File: src/design/mag_minmax_calibrate_normalize_core_macros.svh
// ----------------------------------------------------------------------------
// Assertion macros for the magnetometer calibrate/normalize core
// Concurrent implication checks, compiled out when ASSERT_OFF is defined.
// ----------------------------------------------------------------------------
`ifndef MAG_MINMAX_CALIBRATE_NORMALIZE_CORE_MACROS_SVH
`define MAG_MINMAX_CALIBRATE_NORMALIZE_CORE_MACROS_SVH
`ifndef ASSERT_OFF
// same-cycle implication
`define MMCN_ASSERT_IMP(lbl, clk, rst_n, ante, cons) \
    lbl: assert property (@(posedge clk) disable iff (!rst_n) (ante) |-> (cons)) \
        else $error("assertion failed");
// next-cycle implication
`define MMCN_ASSERT_NXT(lbl, clk, rst_n, ante, cons) \
    lbl: assert property (@(posedge clk) disable iff (!rst_n) (ante) |=> (cons)) \
        else $error("assertion failed");
`else
`define MMCN_ASSERT_IMP(lbl, clk, rst_n, ante, cons)
`define MMCN_ASSERT_NXT(lbl, clk, rst_n, ante, cons)
`endif
`endif

File: src/design/mmcn_pkg.sv
// ----------------------------------------------------------------------------
// mmcn_pkg
// Shared types and constants of the magnetometer calibrate/normalize core.
// ----------------------------------------------------------------------------
`default_nettype none
package mmcn_pkg;

    localparam int FRAC_BITS_DEF = 14;
    localparam int AXES          = 3;
    localparam int VFRAC         = 24;   // axis value fraction bits
    localparam int MAG_W         = 25;   // |axis value| and length width
    localparam int DIVD_W        = 2 * MAG_W;
    localparam int STEPS         = MAG_W; // iterations of each serial unit
    localparam int CNT_W         = 5;

    localparam logic [7:0] STATUS_DRDY = 8'h08;
    localparam logic [7:0] STATUS_OVR  = 8'h80;

    typedef enum logic [1:0] {
        RC_NO_DATA = 2'd0,
        RC_UNCAL   = 2'd1,
        RC_VALID   = 2'd2,
        RC_ZERO    = 2'd3
    } res_code_t;

    typedef struct packed {
        res_code_t         code;
        logic [2:0]        neg;
        logic [2:0][15:0]  nmag;
        logic [2:0][15:0]  range;
    } mmcn_item_t;

    typedef struct packed {
        logic full;
        logic empty;
    } fifo_stat_t;

    typedef enum logic [3:0] {
        S_IDLE,
        S_START,
        S_LOAD_AX,
        S_DIV_AX,
        S_LOAD_MUL,
        S_MUL,
        S_LOAD_SQRT,
        S_SQRT,
        S_CHECK,
        S_LOAD_DIR,
        S_DIV_DIR,
        S_OUT
    } back_state_t;

endpackage
`default_nettype wire

File: src/design/mmcn_front.sv
// ----------------------------------------------------------------------------
// mmcn_front
// Accepts samples, tracks per-axis bounds and classifies each transfer.
// ----------------------------------------------------------------------------
`default_nettype none
module mmcn_front (
    input  wire logic                 clk,
    input  wire logic                 rst_n,
    input  wire logic                 in_valid,
    output logic                      in_stall,
    input  wire logic [7:0]           sensor_status,
    input  wire logic signed [15:0]   sample_x,
    input  wire logic signed [15:0]   sample_y,
    input  wire logic signed [15:0]   sample_z,
    input  wire mmcn_pkg::fifo_stat_t fifo_stat,
    output logic                      push,
    output mmcn_pkg::mmcn_item_t      push_item
);
    import mmcn_pkg::*;

    logic signed [15:0] min_reg  [AXES];
    logic signed [15:0] max_reg  [AXES];
    logic signed [15:0] min_next [AXES];
    logic signed [15:0] max_next [AXES];
    logic signed [15:0] samp     [AXES];
    logic signed [17:0] rng, dif, num, nabs;
    logic               has_data, cal;

    assign in_stall = fifo_stat.full;
    assign push     = in_valid && !fifo_stat.full;

    always_comb
    begin
        samp[0]  = sample_x;
        samp[1]  = sample_y;
        samp[2]  = sample_z;
        has_data = (sensor_status & (STATUS_DRDY | STATUS_OVR)) != 8'd0;
        cal      = 1'b1;
        rng      = '0;
        dif      = '0;
        num      = '0;
        nabs     = '0;
        push_item = '0;
        for (int a = 0; a < AXES; a++)
        begin
            min_next[a] = (samp[a] < min_reg[a]) ? samp[a] : min_reg[a];
            max_next[a] = (samp[a] > max_reg[a]) ? samp[a] : max_reg[a];
            rng  = 18'(max_next[a]) - 18'(min_next[a]);
            dif  = 18'(samp[a]) - 18'(min_next[a]);
            num  = (dif <<< 1) - rng;
            nabs = num[17] ? -num : num;
            push_item.neg[a]   = num[17];
            push_item.nmag[a]  = nabs[15:0];
            push_item.range[a] = rng[15:0];
            cal = cal && (min_next[a] < max_next[a]) &&
                  (min_next[a] != 16'sd0) && (max_next[a] != 16'sd0);
        end
        if (!has_data)
            push_item.code = RC_NO_DATA;
        else if (!cal)
            push_item.code = RC_UNCAL;
        else
            push_item.code = RC_VALID;
    end

    always_ff @(posedge clk or negedge rst_n)
    begin
        if (!rst_n)
        begin
            for (int a = 0; a < AXES; a++)
            begin
                min_reg[a] <= '0;
                max_reg[a] <= '0;
            end
        end
        else if (push && has_data)
        begin
            for (int a = 0; a < AXES; a++)
            begin
                min_reg[a] <= min_next[a];
                max_reg[a] <= max_next[a];
            end
        end
    end

endmodule
`default_nettype wire

File: src/design/mmcn_fifo.sv
// ----------------------------------------------------------------------------
// mmcn_fifo
// Two-entry queue between the classifier and the arithmetic sequencer.
// ----------------------------------------------------------------------------
`default_nettype none
module mmcn_fifo (
    input  wire logic                 clk,
    input  wire logic                 rst_n,
    input  wire logic                 push,
    input  wire mmcn_pkg::mmcn_item_t push_item,
    input  wire logic                 pop,
    output mmcn_pkg::mmcn_item_t      pop_item,
    output mmcn_pkg::fifo_stat_t      stat
);
    import mmcn_pkg::*;

    mmcn_item_t mem_reg [2];
    logic       wr_ptr_reg, rd_ptr_reg;
    logic [1:0] count_reg;

    assign pop_item   = mem_reg[rd_ptr_reg];
    assign stat.full  = count_reg == 2'd2;
    assign stat.empty = count_reg == 2'd0;

    always_ff @(posedge clk)
    begin
        if (push)
            mem_reg[wr_ptr_reg] <= push_item;
    end

    always_ff @(posedge clk or negedge rst_n)
    begin
        if (!rst_n)
        begin
            wr_ptr_reg <= 1'b0;
            rd_ptr_reg <= 1'b0;
            count_reg  <= 2'd0;
        end
        else
        begin
            if (push)
                wr_ptr_reg <= !wr_ptr_reg;
            if (pop)
                rd_ptr_reg <= !rd_ptr_reg;
            if (push && !pop)
                count_reg <= count_reg + 2'd1;
            else if (pop && !push)
                count_reg <= count_reg - 2'd1;
        end
    end

endmodule
`default_nettype wire

File: src/design/mmcn_back.sv
// ----------------------------------------------------------------------------
// mmcn_back
// Serial divider, multiplier and square root that turn an item into a result.
// ----------------------------------------------------------------------------
`default_nettype none
module mmcn_back #(
    parameter int FRAC_BITS = mmcn_pkg::FRAC_BITS_DEF
) (
    input  wire logic                 clk,
    input  wire logic                 rst_n,
    input  wire mmcn_pkg::fifo_stat_t fifo_stat,
    output logic                      pop,
    input  wire mmcn_pkg::mmcn_item_t pop_item,
    output logic                      out_valid,
    input  wire logic                 out_stall,
    output logic [1:0]                result_code,
    output logic signed [15:0]        dir_x,
    output logic signed [15:0]        dir_y,
    output logic signed [15:0]        dir_z
);
    import mmcn_pkg::*;

    localparam logic [MAG_W:0]   ONE_W = (MAG_W + 1)'(1) << FRAC_BITS;
    localparam logic [MAG_W-1:0] LIM   = ONE_W[MAG_W-1:0];
    localparam logic [CNT_W-1:0] LAST  = CNT_W'(STEPS - 1);

    back_state_t       state_reg, state_next;
    mmcn_item_t        item_reg;
    res_code_t         code_reg;
    logic [1:0]        ax_reg;
    logic [CNT_W-1:0]  cnt_reg;
    logic              out_load, last_step, slot_free;

    // divider
    logic [MAG_W-1:0]  rem_reg, dq_reg, dvs_reg;
    logic [MAG_W:0]    trial;
    logic              ge;
    logic [MAG_W-1:0]  rem_step, dq_step, q_sat;
    logic [MAG_W:0]    q_signed;
    logic [DIVD_W-1:0] dividend;

    // multiplier and square root
    logic [MAG_W-1:0]  vmag_reg [AXES];
    logic [DIVD_W-1:0] acc_reg, ma_reg, sv_reg, sres_reg, sbit_reg, sq_trial;
    logic [MAG_W-1:0]  mb_reg, len;
    logic signed [15:0] dres_reg [AXES];
    logic              out_valid_reg;

    assign last_step = cnt_reg == LAST;
    assign slot_free = !out_valid_reg || !out_stall;
    assign len       = sres_reg[MAG_W-1:0];

    always_comb
    begin
        trial    = {rem_reg, dq_reg[MAG_W-1]};
        ge       = trial >= {1'b0, dvs_reg};
        rem_step = ge ? MAG_W'(trial - {1'b0, dvs_reg}) : trial[MAG_W-1:0];
        dq_step  = {dq_reg[MAG_W-2:0], ge};
        q_sat    = (dq_step > LIM) ? LIM : dq_step;
        q_signed = item_reg.neg[ax_reg] ? -{1'b0, q_sat} : {1'b0, q_sat};
        sq_trial = sres_reg + sbit_reg;
        if (state_reg == S_LOAD_AX)
            dividend = (DIVD_W'(item_reg.nmag[ax_reg]) << VFRAC)
                     + DIVD_W'(item_reg.range[ax_reg] >> 1);
        else
            dividend = (DIVD_W'(vmag_reg[ax_reg]) << FRAC_BITS) + DIVD_W'(len >> 1);
    end

    always_ff @(posedge clk or negedge rst_n)
    begin
        if (!rst_n)
            state_reg <= S_IDLE;
        else
            state_reg <= state_next;
    end

    always_comb
    begin
        state_next = state_reg;
        pop        = 1'b0;
        out_load   = 1'b0;
        case (state_reg)
            S_IDLE:
            begin
                if (!fifo_stat.empty)
                begin
                    pop        = 1'b1;
                    state_next = S_START;
                end
            end
            S_START:
                state_next = (item_reg.code == RC_VALID) ? S_LOAD_AX : S_OUT;
            S_LOAD_AX:
                state_next = S_DIV_AX;
            S_DIV_AX:
                if (last_step)
                    state_next = (ax_reg == 2'd2) ? S_LOAD_MUL : S_LOAD_AX;
            S_LOAD_MUL:
                state_next = S_MUL;
            S_MUL:
                if (last_step)
                    state_next = (ax_reg == 2'd2) ? S_LOAD_SQRT : S_LOAD_MUL;
            S_LOAD_SQRT:
                state_next = S_SQRT;
            S_SQRT:
                if (last_step)
                    state_next = S_CHECK;
            S_CHECK:
                state_next = (len == '0) ? S_OUT : S_LOAD_DIR;
            S_LOAD_DIR:
                state_next = S_DIV_DIR;
            S_DIV_DIR:
                if (last_step)
                    state_next = (ax_reg == 2'd2) ? S_OUT : S_LOAD_DIR;
            S_OUT:
            begin
                if (slot_free)
                begin
                    out_load   = 1'b1;
                    state_next = S_IDLE;
                end
            end
            default:
                state_next = S_IDLE;
        endcase
    end

    // sequencing counters
    always_ff @(posedge clk or negedge rst_n)
    begin
        if (!rst_n)
        begin
            ax_reg  <= 2'd0;
            cnt_reg <= '0;
        end
        else
        begin
            case (state_reg)
                S_START:
                    ax_reg <= 2'd0;
                S_LOAD_AX, S_LOAD_MUL, S_LOAD_SQRT, S_LOAD_DIR:
                    cnt_reg <= '0;
                S_DIV_AX, S_MUL, S_DIV_DIR:
                begin
                    cnt_reg <= cnt_reg + 1'b1;
                    if (last_step)
                        ax_reg <= (ax_reg == 2'd2) ? 2'd0 : ax_reg + 2'd1;
                end
                S_SQRT:
                    cnt_reg <= cnt_reg + 1'b1;
                default:
                    cnt_reg <= cnt_reg;
            endcase
        end
    end

    // datapath
    always_ff @(posedge clk)
    begin
        if (pop)
            item_reg <= pop_item;
        case (state_reg)
            S_START:
            begin
                code_reg <= item_reg.code;
                acc_reg  <= '0;
                // uncalibrated items point along x
                for (int a = 0; a < AXES; a++)
                    dres_reg[a] <= (a == 0 && item_reg.code == RC_UNCAL) ?
                                   ONE_W[15:0] : '0;
            end
            S_LOAD_AX, S_LOAD_DIR:
            begin
                rem_reg <= dividend[DIVD_W-1:MAG_W];
                dq_reg  <= dividend[MAG_W-1:0];
                dvs_reg <= (state_reg == S_LOAD_AX) ? MAG_W'(item_reg.range[ax_reg]) : len;
            end
            S_DIV_AX, S_DIV_DIR:
            begin
                rem_reg <= rem_step;
                dq_reg  <= dq_step;
                if (last_step && state_reg == S_DIV_AX)
                    vmag_reg[ax_reg] <= dq_step;
                if (last_step && state_reg == S_DIV_DIR)
                    dres_reg[ax_reg] <= q_signed[15:0];
            end
            S_LOAD_MUL:
            begin
                ma_reg <= DIVD_W'(vmag_reg[ax_reg]);
                mb_reg <= vmag_reg[ax_reg];
            end
            S_MUL:
            begin
                if (mb_reg[0])
                    acc_reg <= acc_reg + ma_reg;
                ma_reg <= ma_reg << 1;
                mb_reg <= mb_reg >> 1;
            end
            S_LOAD_SQRT:
            begin
                sv_reg   <= acc_reg;
                sres_reg <= '0;
                sbit_reg <= DIVD_W'(1) << (DIVD_W - 2);
            end
            S_SQRT:
            begin
                if (sv_reg >= sq_trial)
                begin
                    sv_reg   <= sv_reg - sq_trial;
                    sres_reg <= (sres_reg >> 1) + sbit_reg;
                end
                else
                    sres_reg <= sres_reg >> 1;
                sbit_reg <= sbit_reg >> 2;
            end
            S_CHECK:
                if (len == '0)
                    code_reg <= RC_ZERO;
            default:
                code_reg <= code_reg;
        endcase
    end

    // output register
    always_ff @(posedge clk or negedge rst_n)
    begin
        if (!rst_n)
            out_valid_reg <= 1'b0;
        else if (out_load)
            out_valid_reg <= 1'b1;
        else if (!out_stall)
            out_valid_reg <= 1'b0;
    end

    always_ff @(posedge clk)
    begin
        if (out_load)
        begin
            result_code <= code_reg;
            dir_x       <= dres_reg[0];
            dir_y       <= dres_reg[1];
            dir_z       <= dres_reg[2];
        end
    end

    assign out_valid = out_valid_reg;

endmodule
`default_nettype wire

File: src/design/mag_minmax_calibrate_normalize_core.sv
// ----------------------------------------------------------------------------
// mag_minmax_calibrate_normalize_core
// Hard-iron min/max calibration and unit-vector normalizer for a magnetometer.
// ----------------------------------------------------------------------------
// Usage:
//   Input channel (in_valid/in_stall) carries a status byte and a signed
//   x,y,z sample; a transfer happens when in_valid is high and in_stall low.
//   Every input transfer yields exactly one result transfer on the output
//   channel (out_valid/out_stall): result_code and dir_x/y/z in Q2.FRAC_BITS.
//   The front updates the running per-axis bounds in each transfer with data
//   and queues a classified item (two entries) for the arithmetic back end.
//   Items without new data or without calibration go from the start state
//   straight to the output; a zero-length vector stops after the square
//   root, and a valid direction takes 3 axis divisions, 3 squarings, one
//   square root and 3 direction divisions, each a serial unit after a load state.
//   The back end handles one item at a time and takes the next one only
//   after the last is in the output register; that sequencer sets throughput.
//   The front accepts while the queue has room.
//   Reset clears the bounds to zero, the queue and the output register.
//   A stalled result holds in the output register; the back end then waits
//   and the queue fills, after which in_stall rises.
// ----------------------------------------------------------------------------
`default_nettype none
`include "mag_minmax_calibrate_normalize_core_macros.svh"
module mag_minmax_calibrate_normalize_core #(
    parameter int FRAC_BITS = mmcn_pkg::FRAC_BITS_DEF
) (
    input  wire logic                clk,
    input  wire logic                rst_n,
    input  wire logic                in_valid,
    output logic                     in_stall,
    input  wire logic [7:0]          sensor_status,
    input  wire logic signed [15:0]  sample_x,
    input  wire logic signed [15:0]  sample_y,
    input  wire logic signed [15:0]  sample_z,
    output logic                     out_valid,
    input  wire logic                out_stall,
    output logic [1:0]               result_code,
    output logic signed [15:0]       dir_x,
    output logic signed [15:0]       dir_y,
    output logic signed [15:0]       dir_z
);
    import mmcn_pkg::*;

    fifo_stat_t fifo_stat;
    mmcn_item_t push_item, pop_item;
    logic       push, pop;

    // classifier and bound tracker
    mmcn_front u_front (
        .clk           (clk),
        .rst_n         (rst_n),
        .in_valid      (in_valid),
        .in_stall      (in_stall),
        .sensor_status (sensor_status),
        .sample_x      (sample_x),
        .sample_y      (sample_y),
        .sample_z      (sample_z),
        .fifo_stat     (fifo_stat),
        .push          (push),
        .push_item     (push_item)
    );

    // decoupling queue
    mmcn_fifo u_fifo (
        .clk       (clk),
        .rst_n     (rst_n),
        .push      (push),
        .push_item (push_item),
        .pop       (pop),
        .pop_item  (pop_item),
        .stat      (fifo_stat)
    );

    // serial arithmetic and output register
    mmcn_back #(
        .FRAC_BITS (FRAC_BITS)
    ) u_back (
        .clk         (clk),
        .rst_n       (rst_n),
        .fifo_stat   (fifo_stat),
        .pop         (pop),
        .pop_item    (pop_item),
        .out_valid   (out_valid),
        .out_stall   (out_stall),
        .result_code (result_code),
        .dir_x       (dir_x),
        .dir_y       (dir_y),
        .dir_z       (dir_z)
    );

    // the back end never pops an empty queue
    `MMCN_ASSERT_IMP(a_pop_nonempty, clk, rst_n, pop, !fifo_stat.empty)
    // an accepted transfer is queued for the back end
    `MMCN_ASSERT_NXT(a_push_seen, clk, rst_n, in_valid && !in_stall, !fifo_stat.empty)
    // no-data and zero-length results carry a zero vector
    `MMCN_ASSERT_IMP(a_zero_dir, clk, rst_n,
        out_valid && (result_code == RC_NO_DATA || result_code == RC_ZERO),
        dir_x == 16'sd0 && dir_y == 16'sd0 && dir_z == 16'sd0)
    // uncalibrated results point along x only
    `MMCN_ASSERT_IMP(a_uncal_dir, clk, rst_n, out_valid && result_code == RC_UNCAL,
        dir_y == 16'sd0 && dir_z == 16'sd0)

endmodule
`default_nettype wire

File: config.mk
export PLATFORM = sky130hd
export DESIGN_NAME = mag_minmax_calibrate_normalize_core
export DESIGN_NICKNAME = d
export VERILOG_FILES = /design/src/design/mmcn_pkg.sv /design/src/design/mmcn_front.sv /design/src/design/mmcn_fifo.sv /design/src/design/mmcn_back.sv /design/src/design/mag_minmax_calibrate_normalize_core.sv
export VERILOG_INCLUDE_DIRS = /design/src /design/src/design
export SDC_FILE = /design/constraint.sdc
export NUM_CORES = 2
export LEC_CHECK = 0
export BUFFER_PORTS_ARGS = -buffer_cell sky130_fd_sc_hd__buf_2
export CORE_ASPECT_RATIO = 0.8
export CORE_MARGIN = 2
export CORE_UTILIZATION = 50
export CTS_CLUSTER_SIZE = 10
export DETAILED_ROUTE_END_ITERATION = 16
export PLACE_DENSITY_LB_ADDON = 0.12
export REMOVE_ABC_BUFFERS = 1
export SLEW_MARGIN = 20
export SYNTH_ARGS = -nofsm -noshare
export SYNTH_HDL_FRONTEND = slang
export SYNTH_SLANG_ARGS = --single-unit
File: constraint.sdc
create_clock -name clk -period 8.5 [get_ports clk]
set_input_delay 0.425 -clock clk [delete_from_list [all_inputs] [get_ports clk]]
set_output_delay 0.425 -clock clk [all_outputs]
set_load 0.005 [all_outputs]
# Word-level counts from Yosys, hierarchy flattened
# Memory sizes are Yosys's and may differ from the RTL's. A register that Yosys moved wholly into a read port is not among the register bits.
# Index checks and enable logic that the tools add are counted.
[classes]
add_sub_neg = 24
n_mux = 73
reduce_logical = 51
eq_ne = 27
order_cmp = 13
[op_table]
columns = ["cell", "n"]
rows = [
  ["$pmux 50 s2", 5],
  ["$mux 16", 15],
  ["$mux 50", 3],
  ["$pmux 25 s2", 3],
  ["$sub 16x16->17", 6],
  ["$add 50x50->50", 2],
  ["$lt 16x16->1", 6],
  ["$reduce_bool 16->1", 6],
  ["$bmux 16 s2", 2],
  ["$neg 16->16", 4],
  ["$sub 18x17->18", 3],
  ["$add 49x50->50", 1],
  ["$ge 50x50->1", 1],
  ["$sub 50x50->50", 1],
  ["$gt 16x16->1", 3],
  ["$pmux 4 s12", 1],
  ["$add 40x15->41", 1],
  ["$mux 41", 1],
  ["$add 39x24->40", 1],
  ["$mux 4", 7],
  ["$ge 26x25->1", 1],
  ["$gt 25x15->1 const B", 1],
  ["$logic_not 25->1", 1],
  ["$mux 25", 1],
  ["other kinds (34)", 112],
]
[totals]
in_bits = 60
output_inout_bits = 52
reg_bits = 466
elab_cells = 216
ramBits = 325
n_memories = 3
[memory_table]
columns = ["memory", "words", "word_bits", "read_ports", "rd_clocked_by_memory_dff", "write_ports", "line", "rtl"]
rows = [
  ["u_fifo.mem_reg", 2, 101, 1, 1, 1, "mmcn_fifo.sv:17", "mmcn_item_t mem_reg [2];"],
  ["u_back.vmag_reg", 3, 25, 1, 0, 1, "mmcn_back.sv:43", "logic [MAG_W-1:0] vmag_reg [AXES];"],
  ["u_back.dres_reg", 3, 16, 3, 3, 3, "mmcn_back.sv:46", "logic signed [15:0] dres_reg [AXES];"],
]

# Logic depth before layout (Yosys ltp)
[logic_depth]
word_depth = 13
ltp_mapped = 38
depth_no_buf = 35

# Hierarchy
# A second synthesis with hierarchy kept.
[unflattened]
hier_cells = 5674
hier_area_um2 = 57825.5
[modules_own_cells]
columns = ["module", "area_each_um2", "instances", "cells_each", "seq_area_each_um2"]
rows = [
  ["mmcn_back", 34971.0, 1, 3319, 18347.6],
  ["mmcn_front", 15056.9, 1, 2025, 2402.3],
  ["mmcn_fifo", 7797.5, 1, 330, 6165.9],
]

# Least setup slack after synthesis
# No wires, ideal clock.
[synth_path]
path_kind = "register to register"
startpoint = "register u_back.sres_reg[2]"
endpoint = "register u_back.sv_reg[0] (enable)"
n_path_buf = 2
path_slack_ns = -0.603
required_time_ns = 7.966
stages_incl_launch_ff = 27
arrival_time_ns = 8.570
period_less_slack_ns = 9.103
setup_time_ns = 0.534
cell_sequence = "edfxtp_1 ha_1 a31oi_1 o21bai_1 a31oi_1 o21ai_0 a41oi_1 o41ai_1 nor2_1 o21ai_0 a21o_1 nand2_1 nand2_1 a31oi_1 xor2_1 ha_1 and3_1 nand2_1 nor2_1 o21ai_1 a21oi_1 a221oi_1 a211oi_1 nor2_1 clkbuf_1 clkbuf_1 a21boi_0"
[synth_via]
elab_chain_len = 4
[synth_lines]
columns = ["element", "line", "rtl"]
rows = [
  ["from (decl)", "mmcn_back.sv:44", "logic [DIVD_W-1:0] acc_reg, ma_reg, sv_reg, sres_reg, sbit_reg, sq_trial;"],
  ["from (signal assigned)", "mmcn_back.sv:210", "sres_reg <= (sres_reg >> 1) + sbit_reg;"],
  ["from (signal assigned)", "mmcn_back.sv:213", "sres_reg <= sres_reg >> 1;"],
  ["$add 50x50->50", "mmcn_back.sv:61", "sq_trial = sres_reg + sbit_reg;"],
  ["$ge 50x50->1", "mmcn_back.sv:207", "if (sv_reg >= sq_trial)"],
  ["$ne 2x1->1 (no source line)", "--", ""],
  ["$reduce_and 2->1 (no source line)", "--", ""],
  ["to (signal assigned)", "mmcn_back.sv:201", "sv_reg <= acc_reg;"],
  ["to (signal assigned)", "mmcn_back.sv:209", "sv_reg <= sv_reg - sq_trial;"],
  ["to (decl)", "mmcn_back.sv:44", ""],
]
# Every way passes these cells.
# A chain may end at the register's enable or synchronous reset.

==> metrics.cfg <==
[route]
wire_per_inst_um=20.6
antenna_left=0
drtPass1Iterations=5
finalWirelength_mm=146
vias=40987
drt-initial-drc-count=3103
drc=0
vias_per_cell=5.78

[synthesis]
ys_ff_latch=906
synth-edff-count=794
synth.area.top_cells=edfxtp_1, ha_1, dfrtp_1
yosys_warnings=0
syn_inst=5425
synth_area_um2=55900
ys_seq_area_share_pct=47.7
synth_cell_type_count=103
syn_area_per_cell_um2=10.3
synth_top_flop_cell=edfxtp_1
synth.top_cell.area_share_pct=42.6
synth_largest_area_cell=edfxtp_1
synthArstFlopShare_pct=12.4

[floorplanning]
die-area_um2=115000
core_um2=111000
die_x_um=378
initial_core_util_pct=50.5
pin_count=112
chipHeight_um=303
rows=109

[setup_path]
crit_path_end_kind=register
critPathKind=register to register
critPathSlowestCell=dfrtp_1
cp_max_fo=16
cp-start-kind=register
crit_required_ns=9.02
critical_path_arrival_ns=8.33
cp_slowest_stage_delay_ns=0.48

[timing]
fin_worst_skew_ns=0.0299
period_needed_ns=7.81
worst_pin_slew_ns=1.08
clock.fmax_mhz=128
finalCritPeriodShare_pct=91.8
hold_viol_final=0
setup_tns_ns=0
slew_violations=0
setup_viol=0
grt_setup_unrepaired=false
finalWorstSetupSlack_ns=0.694
relSlewSlack_pct=27.7

[grt]
grt.overflow.total=0
grt_pass1_vias=39242
grt_max_degree=98
antenna_found_initial=2
grtUsageTotal_pct=25.4
grt_first_pass_wirelength_mm=228

[job]
drv_cap=0

[clock_network]
cts_tree=built
numClockSinks=906
clk_pin_slew_ns=0.06
root_buffer=clkbuf_16
insertion_delay_ns=0.71
cts_made_buffers=104
cts.path.max_buffers=3
h-tree-depth=3

[finish]
layout.nets=6008
area_growth_pct=9.58
mostFrequentLayoutCells=edfxtp_1, nand2_1, nor2_1, o21ai_0, ha_1
final_common_cell=edfxtp_1
fin_cells=7094
layout-drive-gt1-share_pct=8.78
largest_reg_flops=196

[place]
io_buffers=105
dp_slack_ns=0.543
place.gp.congestion=0.910
dpl.cell_count=6903
hpwl_mm=106

[worst_hold_path]
hold_path_class=input port to register

[status]
status=complete, no violations

## path summary, 6_finish.rpt
check	start	endpoint	slack, ns	cells past startpoint
setup / recovery	u_front.min_reg[22]	u_fifo.mem_reg[0][74]	0.69	33
min in group asynchronous	rst_n	u_front.max_reg[25]	0.33	2
setup reg to reg	u_front.min_reg[22]	u_fifo.mem_reg[0][74]	0.69	33
max in group asynchronous	rst_n	u_back.ax_reg[1]	6.61	3
hold / removal	sample_z[6]	u_front.max_reg[6]	0.09	3
hold reg to reg	u_back.dres_reg[0][6]	dir_x[6]	0.41	0
## logic make-up (layout without fill, tap and decap cells)
| logic type | count (synthesis) | in the layout | share of synthesized area (%) |
|---|---|---|---|
| buf+inv | 467 | 636 | 3.26 |
| other cells | 0 | 2 | 0 |
| simple gates | 1653 | 1653 | 13.7 |
| compound gates | 1368 | 1368 | 15.4 |
| xor+xnor | 407 | 407 | 6.43 |
| flops | 906 | 906 | 47.7 |
| mux | 187 | 187 | 3.58 |
| fa+ha+maj | 437 | 437 | 9.94 |
## stage by stage
stage          hold slack [ns]  area, µm²  utilization, %
2_1_floorplan            0.129      55200               -
6_report                0.0917      61300            55.3
3_5_place_dp             0.405      58200            52.5
5_1_grt                 0.0922      61300            55.3
4_1_cts                 0.0373      61300            55.3
3_3_place_gp             0.401      58200            52.5
## worst max-delay path: cells and delay by family, from the launching register on
family          cells  cell delay (ns)
compound gates     16             3.77
simple gates        8             1.29
fa+ha+maj           3             1.12
buf+inv             4             0.56
flops               1             0.48
xor+xnor            2             0.40
## routing by layer
| layer | wire [µm] | vias to the layer above | track usage (%) |
|---|---|---|---|
| li1 | - | 20012 | - |
| met1 | 67300 | 19794 | 35.8 |
| met2 | 67500 | 983 | 41.3 |
| met3 | 7130 | 196 | 3.32 |
| met4 | 4330 | 2 | 7.49 |
| met5 | 11 | - | 0 |
## what timing repair did
item / 4_1_cts / 5_1_grt
buffers inserted: 0 / 0
hold endpoints to repair: 57 / 0
endpoints found under the setup margin: 0 / 39
hold buffers: 2 / 0
resized for setup: 0 / 4
## area by class of cell
type | count | area, µm²
antenna | 2 | 5.00
clock buffer | 171 | 2940
clock inverter | 16 | 125
fill | 9764 | 49500
inverter | 282 | 1060
multi-input combinational | 4052 | 27600
sequential | 906 | 26700
tap | 1498 | 1870
timing repair buffer | 167 | 1010
## Yosys cell counts, drive strengths merged, types with 14 or more instances
library cell,n
edfxtp,794
or3,26
a221oi,19
a31o,15
a21oi,335
mux2i,83
xnor2,226
and4,14
dfrtp,112
nor3,79
inv,282
mux2,104
and3,79
a21o,143
ha,422
o21a,32
o211ai,29
nand2,592
nor2,455
xor2,180
a211oi,57
a31oi,73
o31ai,22
nor2b,82
nand2b,65
a21boi,35
nor4,48
clkbuf,154
nand3,73
and2,33
buf,31
o21ai,445
nand4,50
o21bai,41
Power is left out: the tool's default activity adds up to more than one toggle a clock period on the data nets, which glitch-free logic cannot reach.
